`src/sv/lrufr_pkg.sv`:
```
package lrufr_pkg;

  // Frame table geometry
  localparam int FRAME_COUNT = 64;
  localparam int STAMP_BITS  = 32;
  localparam int IDX_W       = $clog2(FRAME_COUNT);
  localparam int CNT_W       = $clog2(FRAME_COUNT + 1);
  localparam int SCAN_W      = $clog2(FRAME_COUNT + 1);

  // Fixed field widths of the transaction ports
  localparam int MODE_W     = 2;
  localparam int FRAME_W    = 6;
  localparam int COUNT_W    = 7;

  // Operation codes
  typedef enum logic [MODE_W-1:0] {
    MODE_ACCESS  = 2'd0,
    MODE_SET_EV  = 2'd1,
    MODE_REMOVE  = 2'd2,
    MODE_EVICT   = 2'd3
  } mode_t;

  // Control from the sequencer to the age compare unit
  typedef struct packed {
    logic             clear;  // any accepted transaction: forget the best so far
    logic             step;   // stamp read data is valid this cycle
    logic             elig;   // entry is tracked and evictable
    logic [IDX_W-1:0] idx;    // entry the read data belongs to
  } scan_ctl_t;

endpackage

```
`src/sv/lrufr_stamp_ram.sv`:
```
module lrufr_stamp_ram (
  input  logic                                clk,
  input  logic                                wr_en,
  input  logic [lrufr_pkg::IDX_W-1:0]         wr_addr,
  input  logic [lrufr_pkg::STAMP_BITS-1:0]    wr_data,
  input  logic [lrufr_pkg::IDX_W-1:0]         rd_addr,
  output logic [lrufr_pkg::STAMP_BITS-1:0]    rd_data
);

  // Last-access stamp per frame, one write and one registered read port
  logic [lrufr_pkg::STAMP_BITS-1:0] mem [lrufr_pkg::FRAME_COUNT];
  logic [lrufr_pkg::STAMP_BITS-1:0] rd_data_r;

  always_ff @(posedge clk) begin
    if (wr_en) begin
      mem[wr_addr] <= wr_data;
    end
    rd_data_r <= mem[rd_addr];
  end

  assign rd_data = rd_data_r;

endmodule

```
`src/sv/lrufr_age_cmp.sv`:
```
module lrufr_age_cmp (
  input  logic                              clk,
  input  logic                              rst_n,
  input  lrufr_pkg::scan_ctl_t              ctl,
  input  logic [lrufr_pkg::STAMP_BITS-1:0]  stamp_now,
  input  logic [lrufr_pkg::STAMP_BITS-1:0]  stamp_rd,
  output logic                              found,
  output logic [lrufr_pkg::IDX_W-1:0]       best_idx
);

  logic                             found_r;
  logic [lrufr_pkg::STAMP_BITS-1:0] best_age_r;
  logic [lrufr_pkg::IDX_W-1:0]      best_idx_r;
  logic [lrufr_pkg::STAMP_BITS-1:0] age;
  logic                             take;

  // Age wraps modulo the stamp width; strict compare keeps the lowest index on a tie
  assign age  = stamp_now - stamp_rd;
  assign take = ctl.step && ctl.elig && (!found_r || (age > best_age_r));

  always_ff @(posedge clk) begin
    if (!rst_n) begin
      found_r <= 1'b0;
    end else if (ctl.clear) begin
      found_r <= 1'b0;
    end else if (take) begin
      found_r <= 1'b1;
    end
  end

  // Best candidate payload
  always_ff @(posedge clk) begin
    if (take) begin
      best_age_r <= age;
      best_idx_r <= ctl.idx;
    end
  end

  assign found    = found_r;
  assign best_idx = best_idx_r;

endmodule

```
`src/sv/lru_frame_replacer_core.sv`:
```
// Channel   Direction  Handshake          Payload
// in_       input      in_valid/in_stall  in_mode, in_frame, in_evictable
// out_      output     out_valid/out_stall out_victim_valid, out_victim_frame,
//                                          out_evictable_count
//
// Access, set evictable and remove complete at the accepting edge: result valid in the next cycle.
// Evict walks every stamp entry through one shared subtract/compare unit over the
// single stamp memory read port, then posts the result from the finish state.
// One transaction is in flight at a time; in_stall is high while busy or while a
// held result is stalled. Synchronous active-low reset clears all frame flags, the
// stamp clock and the evictable count; stamp entries need no clearing.
module lru_frame_replacer_core (
  input  logic                              clk,
  input  logic                              rst_n,
  input  logic                              in_valid,
  output logic                              in_stall,
  input  logic [lrufr_pkg::MODE_W-1:0]      in_mode,
  input  logic [lrufr_pkg::FRAME_W-1:0]     in_frame,
  input  logic                              in_evictable,
  output logic                              out_valid,
  input  logic                              out_stall,
  output logic                              out_victim_valid,
  output logic [lrufr_pkg::FRAME_W-1:0]     out_victim_frame,
  output logic [lrufr_pkg::COUNT_W-1:0]     out_evictable_count
);

  typedef enum logic [1:0] {
    ST_IDLE,
    ST_SCAN,
    ST_FINISH
  } state_t;

  state_t                            state_r;
  logic [lrufr_pkg::FRAME_COUNT-1:0] tracked_r;
  logic [lrufr_pkg::FRAME_COUNT-1:0] may_evict_r;
  logic [lrufr_pkg::STAMP_BITS-1:0]  clock_stamp_r;
  logic [lrufr_pkg::CNT_W-1:0]       ev_total_r;
  logic [lrufr_pkg::SCAN_W-1:0]      scan_cnt_r;
  logic                              rd_vld_r;
  logic                              rd_elig_r;
  logic [lrufr_pkg::IDX_W-1:0]       rd_idx_r;

  logic                              out_valid_r;
  logic                              out_victim_valid_r;
  logic [lrufr_pkg::FRAME_W-1:0]     out_victim_frame_r;
  logic [lrufr_pkg::COUNT_W-1:0]     out_evictable_count_r;

  logic                              accept;
  logic                              post_result;
  logic                              in_range;
  logic [lrufr_pkg::IDX_W-1:0]       fidx;
  logic [lrufr_pkg::IDX_W-1:0]       scan_idx;
  logic                              scan_last;
  lrufr_pkg::mode_t                  mode;
  logic [lrufr_pkg::STAMP_BITS-1:0]  stamp_nxt;
  logic                              ram_wr_en;
  logic [lrufr_pkg::STAMP_BITS-1:0]  ram_rd_data;
  lrufr_pkg::scan_ctl_t              scan_ctl;
  logic                              cmp_found;
  logic [lrufr_pkg::IDX_W-1:0]       cmp_best;

  // Handshake
  assign in_stall  = (state_r != ST_IDLE) || (out_valid_r && out_stall);
  assign accept    = in_valid && !in_stall;
  assign out_valid = out_valid_r;

  // A result is posted at once for non-evict operations, after the scan for evict
  assign post_result = (state_r == ST_FINISH) ||
                       (accept && (mode != lrufr_pkg::MODE_EVICT));

  // Decode of the incoming transaction
  assign mode      = lrufr_pkg::mode_t'(in_mode);
  assign in_range  = 32'(in_frame) < lrufr_pkg::FRAME_COUNT;
  assign fidx      = in_frame[lrufr_pkg::IDX_W-1:0];
  assign stamp_nxt = clock_stamp_r + 1'b1;
  assign ram_wr_en = accept && (mode == lrufr_pkg::MODE_ACCESS) && in_range;

  // Scan address walk
  assign scan_idx  = scan_cnt_r[lrufr_pkg::IDX_W-1:0];
  assign scan_last = (32'(scan_cnt_r) == lrufr_pkg::FRAME_COUNT);

  assign scan_ctl.clear = accept;
  assign scan_ctl.step  = rd_vld_r;
  assign scan_ctl.elig  = rd_elig_r;
  assign scan_ctl.idx   = rd_idx_r;

  lrufr_stamp_ram u_stamp_ram (
    .clk     (clk),
    .wr_en   (ram_wr_en),
    .wr_addr (fidx),
    .wr_data (stamp_nxt),
    .rd_addr (scan_idx),
    .rd_data (ram_rd_data)
  );

  lrufr_age_cmp u_age_cmp (
    .clk       (clk),
    .rst_n     (rst_n),
    .ctl       (scan_ctl),
    .stamp_now (clock_stamp_r),
    .stamp_rd  (ram_rd_data),
    .found     (cmp_found),
    .best_idx  (cmp_best)
  );

  // Sequencer, frame flags and result register
  always_ff @(posedge clk) begin
    if (!rst_n) begin
      state_r       <= ST_IDLE;
      tracked_r     <= '0;
      may_evict_r   <= '0;
      clock_stamp_r <= '0;
      ev_total_r    <= '0;
      scan_cnt_r    <= '0;
      rd_vld_r      <= 1'b0;
      out_valid_r   <= 1'b0;
    end else begin
      if (post_result) begin
        out_valid_r <= 1'b1;
      end else if (out_valid_r && !out_stall) begin
        out_valid_r <= 1'b0;
      end
      unique case (state_r)
        ST_IDLE: begin
          if (accept) begin
            out_victim_valid_r <= 1'b0;
            out_victim_frame_r <= '0;
            unique case (mode)
              lrufr_pkg::MODE_ACCESS: begin
                out_evictable_count_r <= lrufr_pkg::COUNT_W'(ev_total_r);
                if (in_range) begin
                  clock_stamp_r <= stamp_nxt;
                  if (!tracked_r[fidx]) begin
                    tracked_r[fidx]   <= 1'b1;
                    may_evict_r[fidx] <= 1'b0;
                  end
                end
              end
              lrufr_pkg::MODE_SET_EV: begin
                if (in_range && tracked_r[fidx] && (may_evict_r[fidx] != in_evictable)) begin
                  may_evict_r[fidx] <= in_evictable;
                  if (in_evictable) begin
                    ev_total_r            <= ev_total_r + 1'b1;
                    out_evictable_count_r <= lrufr_pkg::COUNT_W'(ev_total_r + 1'b1);
                  end else begin
                    ev_total_r            <= ev_total_r - 1'b1;
                    out_evictable_count_r <= lrufr_pkg::COUNT_W'(ev_total_r - 1'b1);
                  end
                end else begin
                  out_evictable_count_r <= lrufr_pkg::COUNT_W'(ev_total_r);
                end
              end
              lrufr_pkg::MODE_REMOVE: begin
                if (in_range && tracked_r[fidx] && may_evict_r[fidx]) begin
                  ev_total_r            <= ev_total_r - 1'b1;
                  out_evictable_count_r <= lrufr_pkg::COUNT_W'(ev_total_r - 1'b1);
                end else begin
                  out_evictable_count_r <= lrufr_pkg::COUNT_W'(ev_total_r);
                end
                if (in_range && tracked_r[fidx]) begin
                  tracked_r[fidx]   <= 1'b0;
                  may_evict_r[fidx] <= 1'b0;
                end
              end
              lrufr_pkg::MODE_EVICT: begin
                scan_cnt_r <= '0;
                state_r    <= ST_SCAN;
              end
              default: ;
            endcase
          end
        end
        ST_SCAN: begin
          // Issue one stamp read per cycle, tagged with index and eligibility
          if (scan_last) begin
            rd_vld_r <= 1'b0;
            state_r  <= ST_FINISH;
          end else begin
            rd_vld_r   <= 1'b1;
            scan_cnt_r <= scan_cnt_r + 1'b1;
          end
        end
        ST_FINISH: begin
          // Untrack the winner and post the result
          if (cmp_found) begin
            tracked_r[cmp_best]   <= 1'b0;
            may_evict_r[cmp_best] <= 1'b0;
            ev_total_r            <= ev_total_r - 1'b1;
            out_victim_valid_r    <= 1'b1;
            out_victim_frame_r    <= lrufr_pkg::FRAME_W'(cmp_best);
            out_evictable_count_r <= lrufr_pkg::COUNT_W'(ev_total_r - 1'b1);
          end else begin
            out_victim_valid_r    <= 1'b0;
            out_victim_frame_r    <= '0;
            out_evictable_count_r <= lrufr_pkg::COUNT_W'(ev_total_r);
          end
          state_r <= ST_IDLE;
        end
        default: state_r <= ST_IDLE;
      endcase
    end
  end

  // Read tag pipeline, aligned with the registered memory read
  always_ff @(posedge clk) begin
    rd_idx_r  <= scan_idx;
    rd_elig_r <= tracked_r[scan_idx] && may_evict_r[scan_idx];
  end

  assign out_victim_valid    = out_victim_valid_r;
  assign out_victim_frame    = out_victim_frame_r;
  assign out_evictable_count = out_evictable_count_r;

endmodule
```
`config.mk`:
```
export PLATFORM = sky130hd
export DESIGN_NAME = lru_frame_replacer_core
export DESIGN_NICKNAME = d
export VERILOG_FILES = /design/src/sv/lrufr_pkg.sv /design/src/sv/lrufr_stamp_ram.sv /design/src/sv/lrufr_age_cmp.sv /design/src/sv/lru_frame_replacer_core.sv
export SDC_FILE = /design/constraint.sdc
export NUM_CORES = 2
export LEC_CHECK = 0
export BUFFER_PORTS_ARGS = -buffer_cell sky130_fd_sc_hd__buf_4
export CAP_MARGIN = 5
export CORE_MARGIN = 5
export CORE_UTILIZATION = 59
export CTS_BUF_LIST = sky130_fd_sc_hd__clkbuf_4
export CTS_CLUSTER_SIZE = 30
export DETAILED_ROUTE_END_ITERATION = 10
export HOLD_SLACK_MARGIN = 0.03
export PLACE_DENSITY_LB_ADDON = 0.15
export SLEW_MARGIN = 20
export SYNTH_ARGS = -nofsm -noshare
export SYNTH_HDL_FRONTEND = slang
export SYNTH_SLANG_ARGS = --single-unit
```
`constraint.sdc`:
```
create_clock -name clk -period 8.2 [get_ports clk]
set_input_delay 2.46 -clock clk [delete_from_list [all_inputs] [get_ports clk]]
set_output_delay 2.46 -clock clk [all_outputs]
set_load 0.03 [all_outputs]
```
==> results.json <==
{
  "wl_um": 257700,
  "power_frac_clock": 0.417,
  "min_to": "u_age_cmp.best_idx[2]",
  "postCtsSetupBuffers": 0,
  "finalSetupViolCount": 0,
  "ant_nets": 0,
  "die-area_mm2": 0.1687,
  "cts_tree": "built",
  "status": "finished, final reports clean",
  "switching_share": 0.2149,
  "cts.sinks": 2318,
  "p_per_area_mw_per_mm2": 214.9,
  "post_synth_num_cell_types": 78,
  "finalHoldViolations": 0,
  "layout_min_cycle_time_ps": 6503,
  "holdPathStages": 0,
  "antenna_found_initial": 10,
  "ctsResizeCount": 0,
  "syn2layout_area_growth_pct": 11.82,
  "vias": 53788,
  "gp_congestion": 0.9209,
  "final_nets": 5693,
  "fill_cells": 10998,
  "slowest_stage": "inv_2",
  "crit_top_cell": "o21ai_0",
  "synth-async-reset-ratio": 0,
  "switchingPower_uw": 4891,
  "maxSlewHeadroom": 0.1330,
  "clk_pin_slew_ps": 70,
  "die_x_um": 410.7,
  "worstSetupStartpointType": "register",
  "dp_hpwl_um": 149000,
  "synth_nets": 5203,
  "cellLeakagePower_uw": 0.03881,
  "ys.warnings.count": 0,
  "power_frac_seq": 0.559,
  "wl_met3_um": 27840,
  "ctsRootBufferMaster": "clkbuf_4",
  "internal_power_uw": 17870,
  "rsz0062_at_grt": "false",
  "ys_seq_elements": 2318,
  "grt_pass1_vias": 53434,
  "crit_arrival_ps": 7450,
  "grt_pass1_wl_um": 370300,
  "drtIter0Drc": 7188,
  "netlist_area_mm2": 0.09475,
  "synth_area_per_cell_um2": 18.52,
  "critical-path-max-stage-delay_ps": 770,
  "top_layer_used": "met5",
  "placed_area_mm2": 0.09880,
  "reg2reg_depth": 19,
  "dr.pass1.iters": 6,
  "drv_slew": 0,
  "critPathKind": "register to register",
  "finalCritPeriodShare": 0.7930,
  "path_cells": "inv_2, ha_1, nor2b_1, o31a_1, o21a_1, o21ai_0, a311oi_1, o21ai_0, a31oi_1, mux2i_1, nand2_1, ha_1, nand4_1, nor2_1, nand2_1, nor3_1, o21ai_0, a221oi_4, buf_4",
  "drive_above_1_share": 0.3243,
  "io_pins": 29,
  "cp-end-kind": "register",
  "initial_core_util": 0.5915,
  "io_buffers": 28,
  "worst-r2r-setup-slack_ps": 1700,
  "core_area_mm2": 0.1602,
  "grt_max_degree": 118,
  "post_drt_via_cell_ratio": 6.605,
  "synthFlopType": "edfxtp_1",
  "rr_endpoint": "u_age_cmp.best_age_r[22]",
  "fmax_mhz": 153.8,
  "ir_drop_v": 0.0001743,
  "stdcell_area_mm2": 0.1060,
  "ys_seq_area_frac": 0.7116,
  "min_path_type": "register to register",
  "r2r-start": "clock_stamp_r[0]",
  "cts_buffers": 602,
  "dieHeight_um": 410.7,
  "worstMarginPinSlew_ps": 1293,
  "grt.total_usage": 0.3073,
  "wl_met2_um": 122200,
  "route.detailed.drc": 0,
  "rows": 147,
  "power_frac_comb": 0.024,
  "power_uw": 22770,
  "synth_cells": 5117,
  "clock_latency_ps": 1340,
  "fin_setup_tns_ps": 0,
  "cp_max_fo": 65,
  "cts_buffer_depth": 4,
  "fin_cells": 8144,
  "cp.required_ps": 9150,
  "synth-edff-count": 2100,
  "worstHoldStart": "rd_idx_r[2]",
  "wl_per_cell_um": 31.65,
  "met1_length_um": 96990,
  "postCtsHoldBufs": 0,
  "cap_violations": 0,
  "grt_overflow": 0,
  "dp_cells": 7162,
  "htree_levels": 6,
  "finClkSkew_ps": 80.78
}
flip-flops by register name (all words and copies together) (netlist names), named ones only:
signal	flops
out_evictable_count	7
ev_total_r	7
u_age_cmp.found	1
rd_idx_r	6
clock_stamp_r	32
may_evict_r	64
u_stamp_ram.mem	2048
scan_cnt_r	7
out_victim_frame	6
rd_elig_r	1
u_age_cmp.best_age_r	32
out_victim_valid	1
u_age_cmp.best_idx	6
out_valid	1
state_r	2
rd_vld_r	1
u_stamp_ram.rd_data	32
Yosys cell counts, types with 19 or more instances:
cell | n | area [um^2]
nor2_1 | 234 | 878.3
dfxtp_1 | 218 | 4364
nand3_1 | 107 | 535.5
or3_1 | 20 | 125.1
nor2b_1 | 27 | 168.9
nor3_1 | 51 | 255.2
a31oi_1 | 58 | 362.9
o22ai_1 | 24 | 150.1
edfxtp_1 | 2100 | 63060
mux2i_1 | 67 | 670.6
a21boi_0 | 58 | 435.4
inv_1 | 99 | 371.6
buf_1 | 72 | 270.3
xor2_1 | 38 | 332.8
nand2_1 | 238 | 893.4
o21ai_0 | 137 | 685.7
and3_1 | 106 | 663.1
o22ai_2 | 58 | 725.7
xnor2_1 | 41 | 359.1
clkbuf_1 | 211 | 792.0
mux4_2 | 644 | 14500
o221ai_1 | 19 | 166.4
o21a_1 | 65 | 488.0
a21oi_1 | 81 | 405.4
ha_1 | 72 | 900.9
per-layer routing:
metal  vias to the layer above  global-route usage
li1                      22228                   -
met1                     27790              0.4276
met2                      3262              0.4743
met3                       506             0.07634
met4                         2              0.1267
met5                         -                   0
cell families (layout without fill, tap and decap cells):
logic type / Yosys count / in the layout / share of synthesized area
fa+ha+maj: 73 / 73 / 0.009719
simple gates: 865 / 865 / 0.04331
buf+inv: 413 / 1272 / 0.01722
other cells: 0 / 8 / 0
mux: 727 / 727 / 0.1621
flops: 2318 / 2318 / 0.7116
xor+xnor: 80 / 80 / 0.007474
compound gates: 641 / 641 / 0.04863
worst max-delay path, delay by kind of cell (launching register included):
family | cells | cell delay [ps]
AO/OA/AOI/OAI | 8 | 2650
multiplexers | 1 | 180
flip-flops | 1 | 370
adder cells (fa/ha/maj) | 2 | 650
AND/OR/NAND/NOR | 6 | 1000
buffers and inverters | 2 | 1290
final cells by class:
class                   instances  area [um^2]  share of cell area
multi-input cells            2386        26690              0.2519
clock buffers                 858         6441             0.06079
well taps                    2160         2703             0.02551
inverters                     104        390.4            0.003684
diodes                          8        20.02           0.0001889
flip-flops and latches       2318        67440              0.6365
repair buffers                195         1642             0.01549
clock inverters               115        629.4            0.005940
stage by stage:
step           worst slack (ps)    util  hold WS, ps
4_1_cts                    1706  0.6609        390.6
6_report                   1697  0.6614        396.2
2_1_floorplan             887.4       -        329.0
3_5_place_dp               1099  0.6168        390.4
3_3_place_gp               1217  0.6166        386.3
5_1_grt                    1212  0.6613        415.9
cells in the final DEF (no fill, tap or decap), types with 10 or more instances in the layout:
cell type	count
a211oi_1	18
a21boi_0	58
a21o_1	17
a21oi_1	81
a221oi_1	10
a22oi_1	10
a31oi_1	58
and3_1	106
buf_12	11
buf_4	182
clkbuf_4	858
clkinv_1	88
dfxtp_1	213
edfxtp_1	2100
ha_1	71
inv_1	98
inv_2	20
mux2_2	16
mux2i_1	64
mux4_2	644
nand2_1	237
nand3_1	107
nand4_1	18
nor2_1	168
nor2_4	64
nor2b_1	26
nor3_1	46
o21a_1	65
o21ai_0	137
o221ai_1	18
o22ai_1	24
o22ai_2	58
o32ai_1	11
or3_1	19
xnor2_1	25
xnor2_2	17
xor2_1	24
xor2_4	14
power groups by stage:
stage / Clock (uW) / Sequential [uW] / Combinational, uW
CTS: 9680 / 12700 / 544
global placement: 0 / 13000 / 539
detailed placement: 0 / 13000 / 543
finish: 9490 / 12700 / 545
floorplan: 0 / 13000 / 381
global route: 10400 / 12700 / 584
worst max path at each step:
stage	startpoint	end	slack [ps]	cells after the start
2_1_floorplan	clock_stamp_r[0]	u_age_cmp.best_age_r[0]	890	19
3_3_place_gp	in_frame[0]	may_evict_r[47]	1220	11
3_5_place_dp	in_frame[0]	may_evict_r[13]	1100	11
4_1_cts	clock_stamp_r[0]	u_age_cmp.best_age_r[20]	1710	19
5_1_grt	clock_stamp_r[0]	u_age_cmp.best_age_r[11]	1210	19
6_report	clock_stamp_r[0]	u_age_cmp.best_age_r[22]	1700	19
No activity file was read; power rests on OpenSTA's default activity.
